File: config.mk
export PLATFORM = sky130hd
export DESIGN_NAME = touch_gesture_classifier
export DESIGN_NICKNAME = d
export VERILOG_FILES = /design/src/design/tgc_pkg.sv /design/src/design/tgc_regs.sv /design/src/design/tgc_ctrl.sv /design/src/design/tgc_dp.sv /design/src/design/touch_gesture_classifier.sv
export VERILOG_INCLUDE_DIRS = /design/src /design/src/design
export SDC_FILE = /design/constraint.sdc
export NUM_CORES = 1
export LEC_CHECK = 0
export BUFFER_PORTS_ARGS = -buffer_cell sky130_fd_sc_hd__buf_2
export CORE_AREA = 2 2 284 216
export CTS_BUF_LIST = sky130_fd_sc_hd__clkbuf_16
export DETAILED_ROUTE_END_ITERATION = 16
export DIE_AREA = 0 0 286 218
export GPL_ROUTABILITY_DRIVEN = 0
export SLEW_MARGIN = 40
export SYNTH_ARGS = -nofsm -noshare
export SYNTH_HDL_FRONTEND = slang
export SYNTH_SLANG_ARGS = --single-unit
File: constraint.sdc
create_clock -name clk -period 19.04 [get_ports clk]
set_input_delay 0 -clock clk [delete_from_list [all_inputs] [get_ports clk]]
set_output_delay 0 -clock clk [all_outputs]
set_load 0.01 [all_outputs]
File: src/design/assert_macros.svh
// assertion macros shared by the touch gesture classifier modules
// every user module has ports named clk and rst_n

`ifndef ASSERT_MACROS_SVH
`define ASSERT_MACROS_SVH

// same-cycle implication, checked on every rising clock edge out of reset
`define TGC_ASSERT_IMP(lbl, ante, cons, msg) \
    lbl: assert property (@(posedge clk) disable iff (!rst_n) (ante) |-> (cons)) \
        else $error(msg);

// next-cycle implication
`define TGC_ASSERT_NXT(lbl, ante, cons, msg) \
    lbl: assert property (@(posedge clk) disable iff (!rst_n) (ante) |=> (cons)) \
        else $error(msg);

`endif

File: src/design/tgc_pkg.sv
// types and constants shared by the touch gesture classifier modules
// no dependencies
`timescale 1ns / 1ps

package tgc_pkg;

    typedef enum logic [1:0] {
        GEST_NONE        = 2'd0,
        GEST_SINGLE_DRAG = 2'd1,
        GEST_TWO_DRAG    = 2'd2,
        GEST_PINCH       = 2'd3
    } gesture_t;

    localparam logic [1:0] PH_BEGAN = 2'd0;
    localparam logic [1:0] PH_MOVED = 2'd1;
    localparam logic [1:0] PH_ENDED = 2'd2;
    localparam logic [1:0] PH_OTHER = 2'd3;

    // fractional bits of the spacing result
    localparam int FRAC_BITS = 4;

    // configuration register widths and map
    localparam int WIN_BITS  = 32;
    localparam int THR_BITS  = 17;
    localparam int DATA_BITS = 32;
    localparam int ADDR_BITS = 3;
    localparam logic [0:0] REG_DETECT_WINDOW   = 1'b0;
    localparam logic [0:0] REG_PINCH_THRESHOLD = 1'b1;

    typedef enum logic [2:0] {
        ST_IDLE,
        ST_EVAL,
        ST_DECIDE,
        ST_LOAD,
        ST_SQX,
        ST_SQY,
        ST_ROOT,
        ST_FINISH
    } state_t;

    typedef struct packed {
        logic capture;
        logic eval;
        logic load;
        logic pair_sel;   // 0 start positions, 1 current positions
        logic sq_x;
        logic sq_y;
        logic root_step;
        logic finish;
    } dp_cmd_t;

    typedef struct packed {
        logic go;
        logic root_last;
        logic out_free;
    } dp_status_t;

endpackage

File: src/design/tgc_regs.sv
// configuration registers on the apb-style port
// depends on tgc_pkg
`timescale 1ns / 1ps

module tgc_regs (
    input  logic                                clk,
    input  logic                                rst_n,
    input  logic                                psel,
    input  logic                                penable,
    input  logic                                pwrite,
    input  logic [tgc_pkg::ADDR_BITS-1:0]       paddr,
    input  logic [tgc_pkg::DATA_BITS-1:0]       pwdata,
    output logic [tgc_pkg::DATA_BITS-1:0]       prdata,
    output logic                                pready,
    output logic [tgc_pkg::WIN_BITS-1:0]        detect_window,
    output logic signed [tgc_pkg::THR_BITS-1:0] pinch_threshold
);

    logic [tgc_pkg::WIN_BITS-1:0]        window_reg;
    logic signed [tgc_pkg::THR_BITS-1:0] thresh_reg;
    logic [0:0]                          index;
    logic                                wr_en;

    assign index  = paddr[tgc_pkg::ADDR_BITS-1:2];
    assign wr_en  = psel && penable && pwrite;
    assign pready = 1'b1;

    always_ff @(posedge clk or negedge rst_n)
    begin
        if (!rst_n)
        begin
            window_reg <= '0;
            thresh_reg <= '0;
        end
        else if (wr_en)
        begin
            case (index)
                tgc_pkg::REG_DETECT_WINDOW:
                    window_reg <= pwdata[tgc_pkg::WIN_BITS-1:0];
                tgc_pkg::REG_PINCH_THRESHOLD:
                    thresh_reg <= pwdata[tgc_pkg::THR_BITS-1:0];
                default:
                    ;
            endcase
        end
    end

    always_comb
    begin
        case (index)
            tgc_pkg::REG_DETECT_WINDOW:
                prdata = window_reg;
            tgc_pkg::REG_PINCH_THRESHOLD:
                prdata = {{(tgc_pkg::DATA_BITS-tgc_pkg::THR_BITS){thresh_reg[tgc_pkg::THR_BITS-1]}},
                          thresh_reg};
            default:
                prdata = '0;
        endcase
    end

    assign detect_window   = window_reg;
    assign pinch_threshold = thresh_reg;

endmodule

File: src/design/tgc_ctrl.sv
// controller state machine: sequences capture, decision, two spacing passes when needed, and result
// depends on tgc_pkg and assert_macros.svh
`timescale 1ns / 1ps
`include "assert_macros.svh"

module tgc_ctrl (
    input  logic                clk,
    input  logic                rst_n,
    input  logic                in_valid,
    output logic                in_stall,
    input  tgc_pkg::dp_status_t status,
    output tgc_pkg::dp_cmd_t    cmd
);

    tgc_pkg::state_t state_reg, state_next;
    logic            sel_reg, sel_next;

    always_ff @(posedge clk or negedge rst_n)
    begin
        if (!rst_n)
        begin
            state_reg <= tgc_pkg::ST_IDLE;
            sel_reg   <= 1'b0;
        end
        else
        begin
            state_reg <= state_next;
            sel_reg   <= sel_next;
        end
    end

    // next state
    always_comb
    begin
        state_next = state_reg;
        sel_next   = sel_reg;
        case (state_reg)
            tgc_pkg::ST_IDLE:
                if (in_valid)
                    state_next = tgc_pkg::ST_EVAL;
            tgc_pkg::ST_EVAL:
                state_next = tgc_pkg::ST_DECIDE;
            tgc_pkg::ST_DECIDE:
            begin
                sel_next = 1'b0;
                if (status.go)
                    state_next = tgc_pkg::ST_LOAD;
                else
                    state_next = tgc_pkg::ST_FINISH;
            end
            tgc_pkg::ST_LOAD:
                state_next = tgc_pkg::ST_SQX;
            tgc_pkg::ST_SQX:
                state_next = tgc_pkg::ST_SQY;
            tgc_pkg::ST_SQY:
                state_next = tgc_pkg::ST_ROOT;
            tgc_pkg::ST_ROOT:
                if (status.root_last)
                begin
                    if (sel_reg)
                        state_next = tgc_pkg::ST_FINISH;
                    else
                    begin
                        sel_next   = 1'b1;
                        state_next = tgc_pkg::ST_LOAD;
                    end
                end
            tgc_pkg::ST_FINISH:
                if (status.out_free)
                    state_next = tgc_pkg::ST_IDLE;
            default:
                state_next = tgc_pkg::ST_IDLE;
        endcase
    end

    // outputs
    always_comb
    begin
        cmd          = '0;
        cmd.pair_sel = sel_reg;
        in_stall     = 1'b1;
        case (state_reg)
            tgc_pkg::ST_IDLE:
            begin
                in_stall    = 1'b0;
                cmd.capture = in_valid;
            end
            tgc_pkg::ST_EVAL:
                cmd.eval = 1'b1;
            tgc_pkg::ST_LOAD:
                cmd.load = 1'b1;
            tgc_pkg::ST_SQX:
                cmd.sq_x = 1'b1;
            tgc_pkg::ST_SQY:
                cmd.sq_y = 1'b1;
            tgc_pkg::ST_ROOT:
                cmd.root_step = 1'b1;
            tgc_pkg::ST_FINISH:
                cmd.finish = status.out_free;
            default:
                ;
        endcase
    end

    `TGC_ASSERT_NXT(a_accept_to_eval, in_valid && !in_stall,
        state_reg == tgc_pkg::ST_EVAL, "accepted transaction not followed by eval")
    `TGC_ASSERT_NXT(a_finish_to_idle, cmd.finish,
        state_reg == tgc_pkg::ST_IDLE, "result written but controller not idle next")
    `TGC_ASSERT_IMP(a_finish_only_free, cmd.finish, status.out_free,
        "result written while output slot busy")

endmodule

File: src/design/tgc_dp.sv
// datapath: captured frame, start and last records, shared squarer and
// bit-serial square root, gesture decision and output register
// depends on tgc_pkg and assert_macros.svh
`timescale 1ns / 1ps
`include "assert_macros.svh"

module tgc_dp #(
    parameter int COORD_BITS = 12,
    parameter int TIME_BITS  = 32
) (
    input  logic                                clk,
    input  logic                                rst_n,
    input  tgc_pkg::dp_cmd_t                    cmd,
    output tgc_pkg::dp_status_t                 status,
    input  logic [tgc_pkg::WIN_BITS-1:0]        detect_window,
    input  logic signed [tgc_pkg::THR_BITS-1:0] pinch_threshold,
    input  logic                                prim_present,
    input  logic [1:0]                          prim_phase,
    input  logic [COORD_BITS-1:0]               prim_x,
    input  logic [COORD_BITS-1:0]               prim_y,
    input  logic [TIME_BITS-1:0]                prim_stamp,
    input  logic                                sec_present,
    input  logic [1:0]                          sec_phase,
    input  logic [COORD_BITS-1:0]               sec_x,
    input  logic [COORD_BITS-1:0]               sec_y,
    input  logic [TIME_BITS-1:0]                frame_now,
    output logic                                out_valid,
    input  logic                                out_stall,
    output logic [1:0]                          gesture,
    output logic                                delta_valid,
    output logic signed [COORD_BITS:0]          delta_x,
    output logic signed [COORD_BITS:0]          delta_y
);

    localparam int SQW  = 2 * COORD_BITS;
    localparam int RW   = COORD_BITS + 1 + tgc_pkg::FRAC_BITS;
    localparam int RADW = 2 * RW;
    localparam int REMW = RW + 3;
    localparam int CNTW = $clog2(RW + 1);
    localparam int EW   = (TIME_BITS > tgc_pkg::WIN_BITS) ? TIME_BITS : tgc_pkg::WIN_BITS;
    localparam int CMPW = (RW + 1 > tgc_pkg::THR_BITS) ? RW + 1 : tgc_pkg::THR_BITS;

    // captured frame
    logic                  pp_reg, sp_reg;
    logic [1:0]            pph_reg, sph_reg;
    logic [COORD_BITS-1:0] px_reg, py_reg, sx_reg, sy_reg;
    logic [TIME_BITS-1:0]  stamp_reg, now_reg;

    // gesture state
    tgc_pkg::gesture_t     gest_reg, gest_next;
    logic                  spv_reg, ssv_reg, lpv_reg;
    logic [COORD_BITS-1:0] spx_reg, spy_reg, ssx_reg, ssy_reg, lpx_reg, lpy_reg;
    logic [TIME_BITS-1:0]  spt_reg;
    logic                  go_reg;

    // spacing arithmetic
    logic [COORD_BITS-1:0] dx_reg, dy_reg;
    logic [SQW-1:0]        acc_reg;
    logic [RADW-1:0]       rad_reg;
    logic [REMW-1:0]       rem_reg;
    logic [RW-1:0]         root_reg, d0_reg;
    logic [CNTW-1:0]       cnt_reg;

    // output slot
    logic                  out_valid_reg, dv_reg;
    tgc_pkg::gesture_t     out_gest_reg;
    logic [COORD_BITS:0]   dlx_reg, dly_reg;

    logic                  began_p, began_s, prim_live, sec_live;
    logic [TIME_BITS-1:0]  t0, elapsed;
    logic                  go;
    logic [COORD_BITS-1:0] ax, ay, bx, by, adx, ady;
    logic [SQW-1:0]        sq_op;
    logic [SQW-1:0]        sq_prod;
    logic [SQW:0]          sq_sum;
    logic [REMW-1:0]       rem_sh, trial;
    logic                  ge;
    logic signed [RW:0]    growth;
    logic                  below;
    logic                  dv;
    logic [COORD_BITS:0]   dlx, dly;

    assign began_p   = pp_reg && (pph_reg == tgc_pkg::PH_BEGAN);
    assign began_s   = sp_reg && (sph_reg == tgc_pkg::PH_BEGAN);
    assign prim_live = pp_reg && (pph_reg != tgc_pkg::PH_ENDED);
    assign sec_live  = sp_reg && (sph_reg != tgc_pkg::PH_ENDED);

    // decision inputs see the start records as updated by this frame
    assign t0      = began_p ? stamp_reg : spt_reg;
    assign elapsed = now_reg - t0;
    assign go      = prim_live && (gest_reg == tgc_pkg::GEST_SINGLE_DRAG) && sec_live
                     && (EW'(elapsed) < EW'(detect_window))
                     && (spv_reg || began_p) && (ssv_reg || began_s);

    // pair select for the spacing passes
    always_comb
    begin
        if (cmd.pair_sel)
        begin
            ax = px_reg;  ay = py_reg;  bx = sx_reg;  by = sy_reg;
        end
        else
        begin
            ax = spx_reg; ay = spy_reg; bx = ssx_reg; by = ssy_reg;
        end
    end

    assign adx = (ax >= bx) ? ax - bx : bx - ax;
    assign ady = (ay >= by) ? ay - by : by - ay;

    // one shared squarer
    assign sq_op   = SQW'(cmd.sq_x ? dx_reg : dy_reg);
    assign sq_prod = sq_op * sq_op;
    assign sq_sum  = {1'b0, acc_reg} + {1'b0, sq_prod};

    // one root bit per step
    assign rem_sh = {rem_reg[REMW-3:0], rad_reg[RADW-1 -: 2]};
    assign trial  = REMW'({root_reg, 2'b01});
    assign ge     = rem_sh >= trial;

    assign growth = $signed({1'b0, root_reg}) - $signed({1'b0, d0_reg});
    assign below  = $signed(CMPW'(growth)) < $signed(CMPW'(pinch_threshold));

    always_comb
    begin
        gest_next = gest_reg;
        if (!prim_live)
            gest_next = tgc_pkg::GEST_NONE;
        else if (began_p && (gest_reg == tgc_pkg::GEST_NONE))
            gest_next = tgc_pkg::GEST_SINGLE_DRAG;
        else if (go_reg)
            gest_next = below ? tgc_pkg::GEST_TWO_DRAG : tgc_pkg::GEST_PINCH;
    end

    assign dv  = (gest_next != tgc_pkg::GEST_NONE) && prim_live && lpv_reg;
    assign dlx = {1'b0, px_reg} - {1'b0, lpx_reg};
    assign dly = {1'b0, py_reg} - {1'b0, lpy_reg};

    // control state
    always_ff @(posedge clk or negedge rst_n)
    begin
        if (!rst_n)
        begin
            gest_reg      <= tgc_pkg::GEST_NONE;
            spv_reg       <= 1'b0;
            ssv_reg       <= 1'b0;
            lpv_reg       <= 1'b0;
            go_reg        <= 1'b0;
            cnt_reg       <= '0;
            out_valid_reg <= 1'b0;
        end
        else
        begin
            if (cmd.eval)
            begin
                go_reg <= go;
                if (began_p)
                    spv_reg <= 1'b1;
                if (began_s)
                    ssv_reg <= 1'b1;
            end
            if (cmd.sq_y)
                cnt_reg <= CNTW'(RW);
            else if (cmd.root_step)
                cnt_reg <= cnt_reg - 1'b1;
            if (cmd.finish)
            begin
                gest_reg <= gest_next;
                lpv_reg  <= prim_live;
                if (!prim_live)
                    spv_reg <= 1'b0;
                if (!sec_live)
                    ssv_reg <= 1'b0;
                out_valid_reg <= 1'b1;
            end
            else if (!out_stall)
                out_valid_reg <= 1'b0;
        end
    end

    // payload
    always_ff @(posedge clk)
    begin
        if (cmd.capture)
        begin
            pp_reg    <= prim_present;
            pph_reg   <= prim_phase;
            px_reg    <= prim_x;
            py_reg    <= prim_y;
            stamp_reg <= prim_stamp;
            sp_reg    <= sec_present;
            sph_reg   <= sec_phase;
            sx_reg    <= sec_x;
            sy_reg    <= sec_y;
            now_reg   <= frame_now;
        end
        if (cmd.eval && began_p)
        begin
            spx_reg <= px_reg;
            spy_reg <= py_reg;
            spt_reg <= stamp_reg;
        end
        if (cmd.eval && began_s)
        begin
            ssx_reg <= sx_reg;
            ssy_reg <= sy_reg;
        end
        if (cmd.load)
        begin
            dx_reg <= adx;
            dy_reg <= ady;
            // second pass keeps the start spacing
            if (cmd.pair_sel)
                d0_reg <= root_reg;
        end
        if (cmd.sq_x)
            acc_reg <= sq_prod;
        if (cmd.sq_y)
        begin
            rad_reg  <= RADW'({sq_sum, {(2 * tgc_pkg::FRAC_BITS){1'b0}}});
            rem_reg  <= '0;
            root_reg <= '0;
        end
        if (cmd.root_step)
        begin
            rad_reg  <= {rad_reg[RADW-3:0], 2'b00};
            rem_reg  <= ge ? rem_sh - trial : rem_sh;
            root_reg <= {root_reg[RW-2:0], ge};
        end
        if (cmd.finish)
        begin
            if (prim_live)
            begin
                lpx_reg <= px_reg;
                lpy_reg <= py_reg;
            end
            out_gest_reg <= gest_next;
            dv_reg       <= dv;
            dlx_reg      <= dv ? dlx : '0;
            dly_reg      <= dv ? dly : '0;
        end
    end

    assign status.go        = go_reg;
    assign status.root_last = (cnt_reg == CNTW'(1));
    assign status.out_free  = !out_valid_reg || !out_stall;

    assign out_valid   = out_valid_reg;
    assign gesture     = out_gest_reg;
    assign delta_valid = dv_reg;
    assign delta_x     = $signed(dlx_reg);
    assign delta_y     = $signed(dly_reg);

    `TGC_ASSERT_IMP(a_delta_zero, out_valid_reg && !dv_reg,
        dlx_reg == '0 && dly_reg == '0, "delta nonzero while not valid")
    `TGC_ASSERT_IMP(a_delta_needs_gesture, out_valid_reg && dv_reg,
        out_gest_reg != tgc_pkg::GEST_NONE, "delta valid with no gesture")
    `TGC_ASSERT_IMP(a_root_count, cmd.root_step, cnt_reg != '0,
        "root step issued with no bits left")

endmodule

File: src/design/touch_gesture_classifier.sv
// touch gesture classifier: sorts each touch frame summary into none,
// one-finger drag, two-finger drag or pinch and reports the primary's motion.
// A frame transaction is taken on the input channel when in_valid is high and
// in_stall is low; its single result transaction leaves on the output channel
// when out_valid is high and out_stall is low. The user must write detect_window and
// pinch_threshold over the apb-style port only while the block is idle (not enforced).
// A frame that needs no spacing check goes from acceptance through the eval, decide
// and finish states, and the next frame may enter once the controller is idle again.
// A frame in single-finger drag with a live second touch inside the detect window
// runs two spacing passes on one shared squarer and a one-bit-per-cycle square root
// of COORD_BITS+5 steps, each pass going through the load, square and root states.
// One frame is in work at a time; the output register holds a finished result
// while the next frame is accepted and processed.
// A stalled receiver holds the result steady; the following result waits in its
// final cycle until the output register frees, and in_stall stays high meanwhile.
// Reset clears the gesture to none, invalidates all start and last-position records
// and clears both configuration registers to zero.
// depends on tgc_pkg, tgc_regs, tgc_ctrl, tgc_dp
`timescale 1ns / 1ps

module touch_gesture_classifier #(
    parameter int COORD_BITS = 12,
    parameter int TIME_BITS  = 32
) (
    input  logic                          clk,
    input  logic                          rst_n,
    input  logic                          psel,
    input  logic                          penable,
    input  logic                          pwrite,
    input  logic [tgc_pkg::ADDR_BITS-1:0] paddr,
    input  logic [tgc_pkg::DATA_BITS-1:0] pwdata,
    output logic [tgc_pkg::DATA_BITS-1:0] prdata,
    output logic                          pready,
    input  logic                          in_valid,
    output logic                          in_stall,
    input  logic                          prim_present,
    input  logic [1:0]                    prim_phase,
    input  logic [COORD_BITS-1:0]         prim_x,
    input  logic [COORD_BITS-1:0]         prim_y,
    input  logic [TIME_BITS-1:0]          prim_stamp,
    input  logic                          sec_present,
    input  logic [1:0]                    sec_phase,
    input  logic [COORD_BITS-1:0]         sec_x,
    input  logic [COORD_BITS-1:0]         sec_y,
    input  logic [TIME_BITS-1:0]          frame_now,
    output logic                          out_valid,
    input  logic                          out_stall,
    output logic [1:0]                    gesture,
    output logic                          delta_valid,
    output logic signed [COORD_BITS:0]    delta_x,
    output logic signed [COORD_BITS:0]    delta_y
);

    logic [tgc_pkg::WIN_BITS-1:0]        detect_window;
    logic signed [tgc_pkg::THR_BITS-1:0] pinch_threshold;
    tgc_pkg::dp_cmd_t                    cmd;
    tgc_pkg::dp_status_t                 status;

    tgc_regs u_regs (
        .clk             (clk),
        .rst_n           (rst_n),
        .psel            (psel),
        .penable         (penable),
        .pwrite          (pwrite),
        .paddr           (paddr),
        .pwdata          (pwdata),
        .prdata          (prdata),
        .pready          (pready),
        .detect_window   (detect_window),
        .pinch_threshold (pinch_threshold)
    );

    tgc_ctrl u_ctrl (
        .clk      (clk),
        .rst_n    (rst_n),
        .in_valid (in_valid),
        .in_stall (in_stall),
        .status   (status),
        .cmd      (cmd)
    );

    tgc_dp #(
        .COORD_BITS (COORD_BITS),
        .TIME_BITS  (TIME_BITS)
    ) u_dp (
        .clk             (clk),
        .rst_n           (rst_n),
        .cmd             (cmd),
        .status          (status),
        .detect_window   (detect_window),
        .pinch_threshold (pinch_threshold),
        .prim_present    (prim_present),
        .prim_phase      (prim_phase),
        .prim_x          (prim_x),
        .prim_y          (prim_y),
        .prim_stamp      (prim_stamp),
        .sec_present     (sec_present),
        .sec_phase       (sec_phase),
        .sec_x           (sec_x),
        .sec_y           (sec_y),
        .frame_now       (frame_now),
        .out_valid       (out_valid),
        .out_stall       (out_stall),
        .gesture         (gesture),
        .delta_valid     (delta_valid),
        .delta_x         (delta_x),
        .delta_y         (delta_y)
    );

endmodule
==> results.sh <==
export IMPL_avgRoutedWirePerCell_um=17.33
export IMPL_ys_types=83
export IMPL_grt_overflow=0
export IMPL_ys_seq_elements=441
export IMPL_synth_simple_area_share_pct=8.130
export IMPL_final_cells=3680
export IMPL_status="finished clean"
export IMPL_die_h_um=218
export IMPL_r2r_cells=34
export IMPL_cp_data_arrival_time_ns=9.14
export IMPL_fin_area_um2=32820
export IMPL_placed_area_um2=29770
export IMPL_tritoncts="yes"
export IMPL_dp_hpwl_um=47120
export IMPL_final_cell_mix="edfxtp_1, inv_1, ha_1"
export IMPL_hold_depth=3
export IMPL_reg2reg_from="u_ctrl.state_reg[1]$_DFFE_PN0P_"
export IMPL_finClkSkew_ns=0.02812
export IMPL_clockRootBuffer="clkbuf_16"
export IMPL_grt_pass1_vias=19350
export IMPL_fin_crit_ns=8.841
export IMPL_worst_pin_slew_ns=0.7828
export IMPL_startpoint_type="flip-flop"
export IMPL_syn_num_nets=2965
export IMPL_critPathMaxFanout=17
export IMPL_globalRouteMet3Util_pct=3.473
export IMPL_drive_above_1_share_pct=14.16
export IMPL_hold_path_class="primary input to flip-flop"
export IMPL_start_util_pct=46.33
export IMPL_cts_resized=0
export IMPL_grt_start_max_net_pins=66
export IMPL_syn_instance_count=2446
export IMPL_setup_viol=0
export IMPL_yosysSeqAreaShare_pct=46.68
export IMPL_synth_compound_area_share_pct=10.41
export IMPL_use_met1_pct=29.84
export IMPL_critPathSlowestCell="mux2i_1"
export IMPL_nets=3358
export IMPL_cp_required_ns=19.34
export IMPL_hp_start="pwrite"
export IMPL_rsz0062_at_grt="false"
export IMPL_ios=224
export IMPL_fmaxAchievable_mhz=113.1
export IMPL_cp_end_kind="flip-flop"
export IMPL_fillCellCount=5112
export IMPL_cap_violations=0
export IMPL_dr_first_iter_drc_count=1131
export IMPL_rows=78
export IMPL_clk_latency_ns=0.61
export IMPL_clkTransAtPathRegs_ns=0.06
export IMPL_hold_end="u_regs.pinch_threshold[15]$_DFFE_PN0P_"
export IMPL_synth_edf_count=376
export IMPL_vias_per_cell=5.220
export IMPL_core_area_um2=59730
export IMPL_cts_num_sinks=441
export IMPL_synthMuxAreaShare_pct=6.326
export IMPL_io_buffers=220
export IMPL_area_growth_pct=18.63
export IMPL_synthArstFlopShare_pct=14.74
export IMPL_antenna_found_initial=8
export IMPL_synth_xor_area_share_pct=4.241
export IMPL_cts_setup_buffers=0
export IMPL_relSlewSlack_pct=47.26
export IMPL_vias=19210
export IMPL_grt_busiest_layer="met2"
export IMPL_crit_type="flip-flop to flip-flop"
export IMPL_crit_path_max_incr_delay_ns=0.64
export IMPL_setup_tns_final_ns=0
export IMPL_cts_max_level=2
export IMPL_synth_top_family_by_area="adder cells"
export IMPL_critPathLaunch="u_ctrl.state_reg[1]$_DFFE_PN0P_"
export IMPL_dieArea_um2=62350
export IMPL_seq_area_um2=12920
export IMPL_synth_fa_ha_area_share_pct=18.68
export IMPL_place_inst=3437
export IMPL_drcViolationCount=0
export IMPL_post_route_util_pct=54.96
export IMPL_syn_area_um2=27670
export IMPL_yosys_warnings=0
export IMPL_maxSlewViolCount=0
export IMPL_cts_made_buffers=46
export IMPL_worst_r2r_setup_slack_ns=10.20
export IMPL_layout_commonest_cell="edfxtp_1"
export IMPL_multiInputGateArea_um2=13280
export IMPL_clk_path_buf_depth=3
export IMPL_use_met2_pct=31.43
export IMPL_drt_pass1_iterations=5
export IMPL_grt_pass1_wl_um=102100
export IMPL_post_route_period_util_pct=46.43
export IMPL_cpMostUsedCell="inv_1"
export IMPL_avgSynthCellArea_um2=11.31
export IMPL_ant_nets=0
export IMPL_grtUsageTotal_pct=20.49
export IMPL_hold_viol_final=0
export IMPL_finalWirelength_um=63770
export IMPL_r2r_end="u_dp.rad_reg[32]$_DFFE_PP_"
export IMPL_die_w_um=286
export IMPL_synth_ff_type="edfxtp_1"
==> how the worst max path moves through the flow <==
stage	endpoint	slack, ns	cells past startpoint
after CTS	u_dp.rad_reg[32]$_DFFE_PP_	9.94	33
after floorplan	u_dp.rad_reg[32]$_DFFE_PP_	10.96	32
after detailed placement	u_dp.rad_reg[32]$_DFFE_PP_	9.99	33
after global placement	u_dp.rad_reg[32]$_DFFE_PP_	9.83	33
after global routing	u_dp.rad_reg[32]$_DFFE_PP_	9.62	34
final	u_dp.rad_reg[32]$_DFFE_PP_	10.20	34
==> cell families (layout without fill, tap and decap cells) <==
kind of cell / Yosys count / count (layout)
xor+xnor: 134 / 134
other cells: 1 / 6
mux: 167 / 167
buf+inv: 402 / 831
flops: 441 / 441
fa+ha+maj: 359 / 359
simple gates: 492 / 492
compound gates: 450 / 450
==> critical path: cells and delay by family (launching register included) <==
| kind | cells | cell delay (ns) |
|---|---|---|
| fa+ha+maj | 8 | 3.01 |
| compound gates | 14 | 2.75 |
| buf+inv | 7 | 0.80 |
| simple gates | 3 | 0.78 |
| mux | 1 | 0.64 |
| flops | 1 | 0.38 |
| xor+xnor | 1 | 0.17 |
==> routing by layer <==
metal  vias to the layer above  routed length [um]
li1                       9368                   -
met1                      9290               31010
met2                       443               27950
met3                       106                3176
met4                         4                1612
met5                         -                  26
==> final cells by class <==
type                       instances  area share [%]
multi-input combinational       1603           40.46
tap                              800           3.049
antenna                            5         0.03812
timing repair buffer             392           8.535
sequential                       441           39.36
clock inverter                    37          0.9225
clock buffer                      47           3.583
inverter                         355           4.060
==> Yosys cell counts (5+ instances only) <==
cell type / number / area share (%)
o21ai_1: 7 / 0.13
o21a_1: 27 / 0.73
xor2_1: 48 / 1.5
buf_1: 11 / 0.15
and4_1: 6 / 0.19
mux2i_1: 104 / 3.8
nor2b_1: 33 / 0.75
o211ai_1: 6 / 0.16
edfxtp_1: 376 / 41
a211oi_1: 18 / 0.49
o21bai_1: 9 / 0.24
inv_1: 350 / 4.7
nand2b_1: 19 / 0.43
o21ai_0: 113 / 2.0
or3_1: 8 / 0.18
ha_1: 269 / 12
a31oi_1: 14 / 0.32
o31ai_1: 7 / 0.19
a21oi_1: 129 / 2.3
dfrtp_1: 65 / 5.9
mux2_2: 63 / 2.6
nand3_1: 24 / 0.43
nor2_1: 186 / 2.5
fa_1: 90 / 6.5
a221oi_1: 6 / 0.19
nor3_1: 40 / 0.72
clkbuf_1: 30 / 0.41
nand2_1: 131 / 1.8
a21o_1: 49 / 1.3
and3_1: 7 / 0.16
and2_1: 9 / 0.20
xnor2_1: 86 / 2.7
o22ai_1: 7 / 0.16
nand4_1: 11 / 0.25
a21boi_0: 7 / 0.19
clkinv_1: 5 / 0.068
==> timing repair <==
item                       CTS  global route
hold endpoints to repair   237             0
setup endpoints to repair    0             0
hold buffers               153             0
==> metrics by stage <==
stage / worst slack, ns / hold WS, ns
6_report: 10.20 / 0.03728
5_1_grt: 9.617 / 0.05499
4_1_cts: 9.943 / 0.01026
3_5_place_dp: 9.987 / 0.1633
3_3_place_gp: 9.826 / 0.1762
2_1_floorplan: 10.96 / -0.2956
Power is not shown: default switching activity piles up to over one toggle a cycle in this logic, so the estimate is an artifact.
